[config.mk]
export PLATFORM = sky130hd
export DESIGN_NAME = html_tag_finder
export DESIGN_NICKNAME = d
export VERILOG_FILES = /design/src/sv/htf_pkg.sv /design/src/sv/html_tag_finder.sv /design/src/sv/htf_cfg.sv /design/src/sv/htf_match.sv /design/src/sv/htf_out_stage.sv
export SDC_FILE = /design/constraint.sdc
export NUM_CORES = 1
export LEC_CHECK = 0
export BUFFER_PORTS_ARGS = -buffer_cell sky130_fd_sc_hd__buf_2
export CAP_MARGIN = 40
export CORE_MARGIN = 1
export CORE_UTILIZATION = 50
export DETAILED_ROUTE_END_ITERATION = 16
export HOLD_SLACK_MARGIN = 0.02
export PLACE_DENSITY = 0.72
export SETUP_SLACK_MARGIN = 0.15
export SLEW_MARGIN = 30
export SYNTH_ARGS = -nofsm -noshare
export SYNTH_HDL_FRONTEND = slang
export SYNTH_SLANG_ARGS = --single-unit
[constraint.sdc]
create_clock -name clk -period 8.87 [get_ports clk]
set_input_delay 1.774 -clock clk [delete_from_list [all_inputs] [get_ports clk]]
set_output_delay 1.774 -clock clk [all_outputs]
set_load 0.01 [all_outputs]
[src/sv/htf_pkg.sv]
// ----------------------------------------------------------------------------
// htf_pkg: shared types and constants of the HTML tag finder
// Word formats, configuration register indexes and action codes.
// ----------------------------------------------------------------------------
package htf_pkg;

  localparam int unsigned MAX_NAME_CHARS = 8;
  localparam int unsigned NAME_IDX_W     = 4;
  localparam int unsigned SPAN_W         = 12;
  localparam logic [SPAN_W-1:0] MAX_SPAN = 12'd4095;

  localparam logic [7:0] CHAR_LT = 8'h3C;
  localparam logic [7:0] CHAR_GT = 8'h3E;

  localparam int unsigned CFG_IDX_W = 2;
  localparam logic [CFG_IDX_W-1:0] REG_TAG_NAME     = 2'd0;
  localparam logic [CFG_IDX_W-1:0] REG_TAG_NAME_LEN = 2'd1;
  localparam logic [CFG_IDX_W-1:0] REG_REPLACE      = 2'd2;

  localparam logic [1:0] ACT_PASS    = 2'd0;
  localparam logic [1:0] ACT_REPLACE = 2'd1;
  localparam logic [1:0] ACT_INSERT  = 2'd2;

  typedef struct packed {
    logic [7:0] data_byte;
    logic       end_of_stream;
    logic       restart;
  } in_t;

  typedef struct packed {
    logic [1:0]        action;
    logic [SPAN_W-1:0] tag_length;
  } out_t;

  typedef struct packed {
    logic [63:0]           tag_name;
    logic [NAME_IDX_W-1:0] tag_name_length;
    logic                  replace_whole_tag;
  } cfg_t;

endpackage

[src/sv/html_tag_finder.sv]
// ----------------------------------------------------------------------------
// html_tag_finder: configurable HTML tag spotter
// Latency: a result word is valid the cycle after its byte is accepted.
// Throughput: one byte per cycle while results are taken; the matcher state
// updates in one step and the single result register refills as it drains.
// Reset (synchronous): matcher searches for '<', name length 1, insert mode.
// ----------------------------------------------------------------------------
module html_tag_finder (
  input  logic                           clk,
  input  logic                           rst,
  input  logic                           byte_valid,
  output logic                           byte_ready,
  input  htf_pkg::in_t                   byte_data,
  output logic                           result_valid,
  input  logic                           result_ready,
  output htf_pkg::out_t                  result_data,
  input  logic                           cfg_valid,
  output logic                           cfg_ready,
  input  logic [htf_pkg::CFG_IDX_W-1:0]  cfg_index,
  input  logic [63:0]                    cfg_data
);

  htf_pkg::cfg_t cfg;
  htf_pkg::out_t result;
  logic          accept;

  assign accept = byte_valid && byte_ready;

  htf_cfg u_cfg (
    .clk       (clk),
    .rst       (rst),
    .cfg_valid (cfg_valid),
    .cfg_ready (cfg_ready),
    .cfg_index (cfg_index),
    .cfg_data  (cfg_data),
    .cfg       (cfg)
  );

  htf_match u_match (
    .clk     (clk),
    .rst     (rst),
    .accept  (accept),
    .in_word (byte_data),
    .cfg     (cfg),
    .result  (result)
  );

  htf_out_stage u_out (
    .clk          (clk),
    .rst          (rst),
    .load         (accept),
    .result_in    (result),
    .can_load     (byte_ready),
    .result_valid (result_valid),
    .result_ready (result_ready),
    .result_data  (result_data)
  );

endmodule

[src/sv/htf_cfg.sv]
// ----------------------------------------------------------------------------
// htf_cfg: configuration registers
// Holds tag name, name length and replace mode; one write per cycle.
// ----------------------------------------------------------------------------
module htf_cfg (
  input  logic                           clk,
  input  logic                           rst,
  input  logic                           cfg_valid,
  output logic                           cfg_ready,
  input  logic [htf_pkg::CFG_IDX_W-1:0]  cfg_index,
  input  logic [63:0]                    cfg_data,
  output htf_pkg::cfg_t                  cfg
);

  assign cfg_ready = 1'b1;

  always_ff @(posedge clk) begin
    if (rst) begin
      cfg.tag_name          <= '0;
      cfg.tag_name_length   <= htf_pkg::NAME_IDX_W'(1);
      cfg.replace_whole_tag <= 1'b0;
    end else if (cfg_valid) begin
      // unknown indexes are dropped
      unique case (cfg_index)
        htf_pkg::REG_TAG_NAME:     cfg.tag_name <= cfg_data;
        htf_pkg::REG_TAG_NAME_LEN: cfg.tag_name_length <= cfg_data[htf_pkg::NAME_IDX_W-1:0];
        htf_pkg::REG_REPLACE:      cfg.replace_whole_tag <= cfg_data[0];
        default: ;
      endcase
    end
  end

endmodule

[src/sv/htf_match.sv]
// ----------------------------------------------------------------------------
// htf_match: per-byte tag matcher
// State machine over the byte stream; gives the result word of each byte.
// ----------------------------------------------------------------------------
module htf_match (
  input  logic          clk,
  input  logic          rst,
  input  logic          accept,
  input  htf_pkg::in_t  in_word,
  input  htf_pkg::cfg_t cfg,
  output htf_pkg::out_t result
);

  localparam logic [2:0] PH_SEARCH = 3'd0;
  localparam logic [2:0] PH_NAME   = 3'd1;
  localparam logic [2:0] PH_AFTER  = 3'd2;
  localparam logic [2:0] PH_SKIP   = 3'd3;
  localparam logic [2:0] PH_HIT    = 3'd4;

  logic [2:0]                        phase, phase_next;
  logic [htf_pkg::NAME_IDX_W-1:0]    name_index, name_index_next;
  logic [htf_pkg::SPAN_W-1:0]        span_count, span_count_next;
  logic [htf_pkg::NAME_IDX_W-1:0]    eff_len;
  logic [7:0]                        c, folded, want;
  logic                              is_gt, is_ws, in_tag;

  assign c      = in_word.data_byte;
  assign is_gt  = (c == htf_pkg::CHAR_GT);
  assign is_ws  = (c == 8'h20) || (c >= 8'h09 && c <= 8'h0D);
  assign folded = (c >= 8'h41 && c <= 8'h5A) ? (c + 8'h20) : c;

  always_comb begin
    if (cfg.tag_name_length == '0)
      eff_len = htf_pkg::NAME_IDX_W'(1);
    else if (cfg.tag_name_length > htf_pkg::NAME_IDX_W'(htf_pkg::MAX_NAME_CHARS))
      eff_len = htf_pkg::NAME_IDX_W'(htf_pkg::MAX_NAME_CHARS);
    else
      eff_len = cfg.tag_name_length;
  end

  always_comb begin
    phase_next      = phase;
    name_index_next = name_index;
    span_count_next = span_count;
    result.action     = htf_pkg::ACT_PASS;
    result.tag_length = '0;
    want              = '0;
    in_tag            = 1'b0;

    if (in_word.restart) begin
      phase_next      = PH_SEARCH;
      name_index_next = '0;
      span_count_next = '0;
    end

    in_tag = (phase_next == PH_NAME) || (phase_next == PH_AFTER) ||
             (phase_next == PH_SKIP) || (phase_next == PH_HIT);

    if (name_index_next < htf_pkg::NAME_IDX_W'(htf_pkg::MAX_NAME_CHARS))
      want = cfg.tag_name[{name_index_next[2:0], 3'b000} +: 8];

    if (in_word.end_of_stream) begin
      phase_next      = PH_SEARCH;
      name_index_next = '0;
      span_count_next = '0;
    end else if (in_tag) begin
      if (span_count_next < htf_pkg::MAX_SPAN)
        span_count_next = span_count_next + 1'b1;

      if (phase_next == PH_NAME) begin
        priority if (name_index_next < eff_len && folded == want) begin
          name_index_next = name_index_next + 1'b1;
          if (name_index_next >= eff_len)
            phase_next = PH_AFTER;
        end else if (is_gt) begin
          // '>' breaks the name: close the tag
          phase_next      = PH_SEARCH;
          name_index_next = '0;
          span_count_next = '0;
        end else begin
          phase_next = PH_SKIP;
        end
      end else begin
        if (phase_next == PH_AFTER)
          phase_next = (is_gt || is_ws) ? PH_HIT : PH_SKIP;
        if (is_gt) begin
          if (phase_next == PH_HIT) begin
            result.action     = cfg.replace_whole_tag ? htf_pkg::ACT_REPLACE
                                                      : htf_pkg::ACT_INSERT;
            result.tag_length = span_count_next;
          end
          phase_next      = PH_SEARCH;
          name_index_next = '0;
          span_count_next = '0;
        end
      end
    end else if (c == htf_pkg::CHAR_LT) begin
      phase_next      = PH_NAME;
      name_index_next = '0;
      span_count_next = htf_pkg::SPAN_W'(1);
    end else begin
      phase_next      = PH_SEARCH;
      name_index_next = '0;
      span_count_next = '0;
    end
  end

  always_ff @(posedge clk) begin
    if (rst) begin
      phase      <= PH_SEARCH;
      name_index <= '0;
      span_count <= '0;
    end else if (accept) begin
      phase      <= phase_next;
      name_index <= name_index_next;
      span_count <= span_count_next;
    end
  end

`ifndef ASSERT_OFF
  a_idx_range: assert property (@(posedge clk) disable iff (rst)
    name_index <= htf_pkg::NAME_IDX_W'(htf_pkg::MAX_NAME_CHARS))
    else $error("name index beyond name length");

  a_eos_clears: assert property (@(posedge clk) disable iff (rst)
    accept && in_word.end_of_stream |=> phase == PH_SEARCH && span_count == '0)
    else $error("end of stream left a tag open");

  a_hit_closes: assert property (@(posedge clk) disable iff (rst)
    accept && result.action != htf_pkg::ACT_PASS |=> phase == PH_SEARCH)
    else $error("matched tag not closed");

  a_span_nonzero: assert property (@(posedge clk) disable iff (rst)
    phase == PH_NAME |-> span_count != '0)
    else $error("open tag with empty span");
`endif

endmodule

[src/sv/htf_out_stage.sv]
// ----------------------------------------------------------------------------
// htf_out_stage: result register
// Holds one result word until taken; frees input side when empty or draining.
// ----------------------------------------------------------------------------
module htf_out_stage (
  input  logic          clk,
  input  logic          rst,
  input  logic          load,
  input  htf_pkg::out_t result_in,
  output logic          can_load,
  output logic          result_valid,
  input  logic          result_ready,
  output htf_pkg::out_t result_data
);

  assign can_load = !result_valid || result_ready;

  always_ff @(posedge clk) begin
    if (rst) begin
      result_valid <= 1'b0;
    end else if (load) begin
      result_valid <= 1'b1;
    end else if (result_ready) begin
      result_valid <= 1'b0;
    end
  end

  always_ff @(posedge clk) begin
    if (load) begin
      result_data <= result_in;
    end
  end

endmodule

# == After elaboration in Yosys (flattened, before gate mapping) ==
# Index checks and enable logic that the tools add are counted.
# totals
inputBits,81
regBits,103
output_inout_bits,17
word_cells,89
# classes
addsub,3
shift,1
eq_ne,11
n_lt_le_gt_ge,9
n_reduce_logical,18
bitwise_logic,3
mux,35
# ops
cell,count
$mux 12,7
$shiftx 64x7->8,1
$mux 3,12
$mux 4,8
$eq 8x6->1 const B,3
$mux 8,2
$add 12x1->12 const B,1
$lt 12x12->1 const B,1
$add 8x6->8 const B,1
$eq 8x8->1,1
$ge 8x4->1 const B,1
$ge 8x7->1 const B,1
$le 8x4->1 const B,1
$le 8x7->1 const B,1
$eq 3x2->1 const B,2
$eq 3x3->1 const B,2
$logic_or 1x1->1,6
$reduce_and 2->1,3
$reduce_or 5->1,1
$add 4x1->4 const B,1
$ge 4x4->1,1
$gt 4x4->1 const B,1
$logic_and 1x1->1,4
$logic_not 4->1,1
other kinds (11),17

# == Longest topological paths before layout ==
# Gate-level depths: netlist of run 1.
# depth
word_depth,13
depth_mapped,13
mapped_depth_nobuf,12

# == Hierarchy ==
# From an unflattened synthesis of run 1, not the netlist that was laid out.
# hier_totals
cells_unflattened,674
hier_area_um2,6198.4
# by_module_without_submodules
module,n_inst,seq_area_each_um2,cells_each,area_per_inst_um2
htf_cfg,1,1381.3,298,3133.0
htf_match,1,380.4,357,2592.5
htf_out_stage,1,440.4,18,466.7
html_tag_finder,1,0.0,1,6.3

# == Worst setup path after synthesis of run 1 ==
# No wires, ideal clock.
# synth_path
kind,input to register
startpoint,in byte_data[0] (netlist name)
endpoint,reg u_match.span_count[5] (netlist name)
setup_time_ns,0.075
t_required_ns,8.795
t_arrival_ns,4.182
slack_ns,4.613
cell_stages,13
cell_sequence,clkbuf_1 buf_2 buf_4 nor2b_1 ha_1 nand4b_1 or4_1 nand4_1 nor2_1 nand2_1 xor2_1 or3_1 o21ai_0
# synth_via
elab_chain_len,9
word_cells_on_any_way,24
classes_between,add/sub: 1; order compare: 3; eq/ne: 5; shift: 1; mux: 10; reduce/logical: 4
# synth_rtl
element,line,source
"start, declared",html_tag_finder.sv:13,"input htf_pkg::in_t byte_data,"
$mux 4,htf_match.sv:50,if (in_word.restart) begin
$shiftx 64x7->8 or $lt 4x4->1 (tied branches),"htf_match.sv:60, htf_match.sv:59",
$mux 8,htf_match.sv:59,if (name_index_next < htf_pkg::NAME_IDX_W'(htf_pkg::MAX_NAME_CHARS))
$eq 8x8->1,htf_match.sv:71,priority if (name_index_next < eff_len && folded == want) begin
$logic_and 1x1->1,htf_match.sv:71,
$mux 12,htf_match.sv:71,
$mux 12,htf_match.sv:70,if (phase_next == PH_NAME) begin
$mux 12 *,htf_match.sv:66,end else if (in_tag) begin
$mux 12 *,htf_match.sv:62,if (in_word.end_of_stream) begin
"end signal, assigned",htf_match.sv:116,span_count <= span_count_next;
"end, declared",htf_match.sv:22,"logic [htf_pkg::SPAN_W-1:0] span_count, span_count_next;"
# Every way passes the cells marked *; elsewhere a longest branch is shown, timed or not.
# A chain may end at the register's enable or synchronous reset.

# == Final worst setup path of run 1 ==
# layout_path
startpoint,in byte_data[0] (netlist name)
endpoint,reg u_match.span_count[6] (netlist name)
# The elaborated chain is that of the path after synthesis.

==> impl_metrics.csv, run 1 <==
group,metric,value,unit
sta,drv_slew,0,
synth,syn_area,5530,µm²
setup_path,r2r_cells,10,
floorplan,die_h,107,µm
drt,dr_wl_met3,722,µm
power_and_ir_drop,p_leak,2.33,nW
drt,wl_met2,6590,µm
synth,mappedNetlistNets,775,
final_layout,drive_gt1_share,19.8,%
sta,finalHoldViolations,0,
global_route,grt_overflow,0,
setup_path,crit_arrival,5.02,ns
setup_path,cp-end-kind,"flop",
setup_path,r2r-end,"u_match.span_count[6]$_SDFFE_PP0P_",
synth,synth.area.top_cells,"dfxtp_1 (32%), nand2_1 (11%), a21oi_1 (7.8%)",
clock_tree,clk_path_buf_depth,2,
setup_path,startpoint,"byte_data[0]",
clock_tree,ctsHoldBuffers,0,
placed_design,dp_slack,3.56,ns
setup_path,worstPathRequired,9.15,ns
clock_tree,cts_tree,"done",
sta,skew,0.0139,ns
status,status,"finished, final reports clean",
sta,max_freq,211,MHz
final_layout,nNetsFinal,845,
hold_path,hp-class,"flop to flop",
drt,drc_errors,0,
global_route,grt_max_degree,65,
global_route,antenna_found_initial,0,
drt,drt_iter0_markers,258,
floorplan,initial_core_util,51.2,%
clock_tree,cts_setup_buffers,0,
sta,worst_pin_slew,0.806,ns
clock_tree,cts_buffers,9,
floorplan,die-area,11500,µm²
synth,synth_top_area_share,32.2,%
synth,synth_async_sr_flop_share,0,%
final_layout,multi_input_area,3060,µm²
floorplan,coreArea,10800,µm²
setup_path,start_kind,"input pin",
drt,first_pass_iters,4,
final_layout,fill_cells,1017,
drt,route.layer.met1.wl,6300,µm
placed_design,dp_hpwl,9890,µm
clock_tree,clk_pin_slew,0.10,ns
sta,worst_slack,4.13,ns
clock_tree,htreeDepth,3,
synth,synthCells,683,
synth,yosys.area.top_type,"dfxtp_1",
final_layout,fin_util,57.9,%
global_route,grt_pass1_wl,22500,µm
synth,synth_edf_count,14,
drt,vias,5052,
placed_design,numPortBuffers,96,
run,max-cap-violations,0,
power_and_ir_drop,p_per_area,140,nW/µm²
drt,vias_per_cell,5.63,
clock_tree,insertion_delay,0.38,ns
setup_path,critPathKind,"input pin to flop",
clock_tree,cts.sinks,103,
synth,yosysSeqAreaShare,39.8,%
drt,post_drt_wl_per_cell,15.4,µm
power_and_ir_drop,vdd_drop_max,0.0000957,V
sta,rsz0062_at_grt,"no",
drt,top_layer,"met4",
final_layout,final_common_cell,"nand2_1",
sta,tns,0,ns
clock_tree,root_buffer,"clkbuf_8",
final_layout,finalInstanceArea,6250,µm²
setup_path,critPathMaxFanout,50,
placed_design,post_dp_cell_area,6050,µm²
synth,synth-seq-cells,103,
hold_path,worstHoldStart,"u_cfg.cfg[59]$_SDFFE_PP0P_",
floorplan,ioPinCount,98,
floorplan,dieWidth,107,µm
placed_design,placedCellCount,880,
final_layout,n_antenna_cell,0,
final_layout,syn_to_final_growth,13.1,%
sta,timing.final.crit_share,53.4,%
setup_path,worstReg2RegStart,"u_match.name_index[2]$_SDFFE_PP0P_",
sta,max-slew-margin-rel,46.2,%
synth,synth_cell_types,81,
drt,wl,13900,µm
sta,period_minus_slack,4.74,ns
global_route,grt_pass1_vias,4662,
synth,ys.flop_type,"dfxtp_1",
floorplan,std_cell_rows,38,
hold_path,hold_depth,2,
final_layout,final_cell_mix,"nand2_1 (160), buf_2 (96), dfxtp_1 (89)",
final_layout,fin_cells,898,
hold_path,worstHoldEndpoint,"u_cfg.cfg[59]$_SDFFE_PP0P_",
clock_tree,cts_resized,0,
global_route,grt_use_total,24.7,%
synth,yosys_warnings,0,
setup_path,r2r_slack,5.32,ns
final_layout,regArea,2200,µm²
synth,avgSynthCellArea,8.10,µm²
drt,drtAntennaViolNets,0,
sta,setup_viol,0,
placed_design,gp_congestion,0.864,
[worst max-delay path by stage]
stage | end | slack (ns) | cells past startpoint
after floorplan | u_match.span_count[5]$_SDFFE_PP0P_ | 4.61 | 13
after global placement | u_match.span_count[6]$_SDFFE_PP0P_ | 3.73 | 13
after detailed placement | u_match.span_count[6]$_SDFFE_PP0P_ | 3.56 | 13
after CTS | u_match.span_count[6]$_SDFFE_PP0P_ | 3.96 | 13
after global routing | u_match.span_count[6]$_SDFFE_PP0P_ | 3.89 | 14
final | u_match.span_count[6]$_SDFFE_PP0P_ | 4.13 | 14
[where the power goes]
part           switching (mW)  total (mW)  internal (mW)
combinational          0.0549      0.0931         0.0383
sequential            0.00695       0.492          0.486
clock                   0.165       0.292          0.127
[cells by family after synthesis]
| kind of cell | count (synthesis) | synth area share [%] |
|---|---|---|
| AO/OA/AOI/OAI | 168 | 20.3 |
| XOR/XNOR | 17 | 2.69 |
| adder cells (fa/ha/maj) | 11 | 2.49 |
| buffers and inverters | 63 | 4.84 |
| flip-flops | 103 | 39.8 |
| multiplexers | 22 | 4.32 |
| other | 1 | 0.0678 |
| AND/OR/NAND/NOR | 298 | 25.5 |
[metal layers]
metal  GRT usage [%]  up-vias
met2            40.0      161
met3            4.01       24
met4            9.20        0
met5               0        -
met1            32.9     2326
li1                -     2541
[registers in the layout (all words and copies together), names as in the netlist]
register,cells
u_out.result_data,14
u_match.span_count,12
u_cfg.cfg,69
u_out.result_valid,1
u_match.name_index,4
u_match.phase,3
[synth_stat cells (4+ instances only)]
| library cell | instances |
|---|---|
| a21boi_0 | 5 |
| a21oi_1 | 86 |
| a221o_1 | 6 |
| a221oi_1 | 8 |
| a31oi_1 | 6 |
| buf_2 | 7 |
| buf_4 | 4 |
| clkbuf_1 | 31 |
| dfxtp_1 | 89 |
| edfxtp_1 | 14 |
| ha_1 | 11 |
| inv_1 | 17 |
| mux2_2 | 5 |
| mux2i_1 | 16 |
| nand2_1 | 160 |
| nand2b_1 | 12 |
| nand3_1 | 10 |
| nand3b_1 | 4 |
| nand4_1 | 6 |
| nor2_1 | 47 |
| nor2b_1 | 10 |
| nor3_1 | 11 |
| nor4_1 | 4 |
| o21ai_0 | 12 |
| o22ai_1 | 4 |
| o31ai_1 | 4 |
| or3_1 | 6 |
| xnor2_1 | 12 |
| xor2_1 | 5 |
[critical path, cell delays in order]
cell and delay, ns:
buf_2 0.07, buf_4 0.40, nand2b_1 0.24, inv_1 0.13, ha_1 0.30, nor2b_1 0.12, o21ai_0 0.14, nand2b_1 0.07
a221oi_1 0.29, o2111ai_1 0.23, nor4b_4 0.47, buf_4 0.27, a31oi_4 0.17, o41ai_2 0.33
[layout make-up]
type                       instances  share of cell area [%]
clock inverter                     3                   0.380
timing repair buffer             104                    8.81
sequential                       103                    35.2
multi-input combinational        517                    49.0
tap                              140                    2.80
clock buffer                      13                    2.70
inverter                          18                    1.08
[through the flow]
step	power, mW	hold slack [ns]
floorplan	0.558	0.417
CTS	0.881	0.458
detailed placement	0.596	0.443
global route	0.912	0.478
finish	0.878	0.457
global placement	0.592	0.433
(Power assumes the default switching activity.)
==> inputs of run 2 (changes only) <==
Settings changed: PLACE_DENSITY 0.72 to 0.74.
Clock period 8.87 ns to 4.3 ns, I/O delays scaled along.
==> run 2 against run 1 <==
Net effect: the run now ends with DRC left; hold slack better by 0.0027 ns; combinational power is 110% higher; wire length is 1.2% higher; power is 110% higher; non-clock buffer count is 2 higher; utilization is 0.10 points higher; largest power group unchanged; flip-flop and latch count stayed put; count of clock-buffer cells in the layout is 3 lower; critical path depth is 1 lower; global-route usage is 0.54 points higher; die area stayed put; via count is 2.2% higher.
==> impl_metrics.csv, run 2 (synthesized netlist as in run 1, its figures left out) <==
group,metric,value,unit
status,status,"finished with violations",
status,failed_checks,"DRC",
sta,finalHoldViolations,0,
placed_design,numPortBuffers,96,
setup_path,cp-end-kind,"flop",
clock_tree,clk_path_buf_depth,2,
sta,holdWs,0.460,ns
clock_tree,insertion_delay,0.39,ns
setup_path,critPathKind,"input pin to flop",
sta,rsz0062_at_grt,"no",
clock_tree,cts.sinks,103,
placed_design,placedCellCount,884,
final_layout,regArea,2200,µm²
final_layout,fill_cells,998,
sta,skew,0.0144,ns
run,max-cap-violations,0,
final_layout,drive_gt1_share,20.1,%
drt,first_pass_iters,13,
sta,setup_viol,0,
floorplan,std_cell_rows,38,
final_layout,reg_top3,"u_cfg.cfg (69), u_out.result_data (14), u_match.span_count (12)",
floorplan,initial_core_util,51.2,%
sta,max-slew-margin-rel,48.1,%
final_layout,final_cell_mix,"nand2_1 (160), buf_2 (96), dfxtp_1 (89)",
drt,vias,5164,
floorplan,ioPinCount,98,
final_layout,multi_input_area,3060,µm²
final_layout,syn_to_final_growth,13.3,%
final_layout,fin_cells,900,
global_route,antenna_found_initial,0,
placed_design,dp_slack,0.402,ns
floorplan,coreArea,10800,µm²
setup_path,crit_arrival,3.82,ns
setup_path,worstPathRequired,4.60,ns
clock_tree,cts_resized,0,
sta,drv_slew,0,
power_and_ir_drop,p_per_area,292,nW/µm²
clock_tree,clk_pin_slew,0.10,ns
setup_path,critPathMaxFanout,25,
setup_path,crit_path_frequent_cell,"nand2b_1",
drt,drtAntennaViolNets,0,
drt,vias_per_cell,5.74,
final_layout,final_common_cell,"nand2_1",
drt,drt_iter0_markers,346,
global_route,grt_use_total,25.2,%
clock_tree,cts_buffers,9,
sta,period_minus_slack,3.52,ns
placed_design,dp_hpwl,10200,µm
final_layout,finalInstanceArea,6260,µm²
power_and_ir_drop,total_power,1.83,mW
drt,wl,14000,µm
placed_design,post_dp_cell_area,6060,µm²
global_route,grt_pass1_wl,22900,µm
clock_tree,cts_tree,"done",
final_layout,regMostFlops,"u_cfg.cfg",
global_route,grt_pass1_vias,4876,
floorplan,die-area,11500,µm²
final_layout,fin_util,58.0,%
clock_tree,cts_setup_buffers,0,
final_layout,largest_reg_flops,69,
final_layout,n_antenna_cell,0,
sta,timing.final.crit_share,81.8,%
final_layout,nNetsFinal,847,
clock_tree,root_buffer,"clkbuf_8",
sta,worst_slack,0.783,ns
sta,max_freq,284,MHz
hold_path,hp-class,"flop to flop",
setup_path,slowest_stage,"buf_2",
global_route,grt_overflow,0,
drt,drc_errors,2,
setup_path,start_kind,"input pin",
power_and_ir_drop,p_leak,2.35,nW
drt,post_drt_wl_per_cell,15.6,µm
power_and_ir_drop,vdd_drop_max,0.000189,V
sta,worst_pin_slew,0.778,ns
clock_tree,ctsHoldBuffers,0,
setup_path,slowest_delay,0.36,ns
floorplan,die_h,107,µm
setup_path,path_cells,"buf_2 > nand2b_1 > inv_1 > ha_1 > nor2b_1 > o21ai_0 > nand2b_1 > a221oi_1 > o2111ai_1 > nor4b_4 > buf_4 > a31oi_4 > o41ai_2",
floorplan,dieWidth,107,µm
clock_tree,htreeDepth,3,
global_route,grt_max_degree,65,
sta,tns,0,ns
placed_design,gp_congestion,0.922,
## run 2: report_power, final
| group | internal, mW | switching, mW | total (mW) |
|---|---|---|---|
| combinational | 0.0780 | 0.113 | 0.191 |
| sequential | 1.00 | 0.0150 | 1.02 |
| clock | 0.253 | 0.366 | 0.619 |
| total | 1.33 | 0.494 | 1.83 |
## run 2: layer usage
| layer | track usage [%] | share of wire (%) | vias to the layer above |
|---|---|---|---|
| met2 | 41.8 | 48 | 192 |
| met1 | 32.8 | 44 | 2400 |
| met3 | 4.74 | 5.7 | 25 |
| met5 | 0 | 0 | - |
| met4 | 8.90 | 1.9 | 0 |
| li1 | - | - | 2547 |
## run 2: cell type report
| cell class | count | area share [%] |
|---|---|---|
| clock buffers | 10 | 2.38 |
| inverters | 18 | 1.08 |
| flip-flops and latches | 103 | 35.2 |
| well taps | 140 | 2.80 |
| repair buffers | 106 | 8.87 |
| multi-input cells | 517 | 48.9 |
| clock inverters | 6 | 0.799 |
## run 2: final timing paths
kind / startpoint / endpoint / slack [ns] / cells after the start
min reg2reg: u_cfg.cfg[45]$_SDFFE_PP0P_ / u_cfg.cfg[45]$_SDFFE_PP0P_ / 0.46 / 2
max reg2reg: u_match.name_index[0]$_SDFFE_PP0P_ / u_match.name_index[1]$_SDFFE_PP0P_ / 1.08 / 9
max: byte_data[0] / u_match.span_count[6]$_SDFFE_PP0P_ / 0.78 / 13
min: u_cfg.cfg[45]$_SDFFE_PP0P_ / u_cfg.cfg[45]$_SDFFE_PP0P_ / 0.46 / 2
## run 2: critical path: cells and delay by family
kind / cells / cell delay, ns
AOI/OAI and AO/OA: 5 / 1.14
adders and majority gates: 1 / 0.30
buffers and inverters: 3 / 0.74
and+or+nand+nor: 4 / 0.75
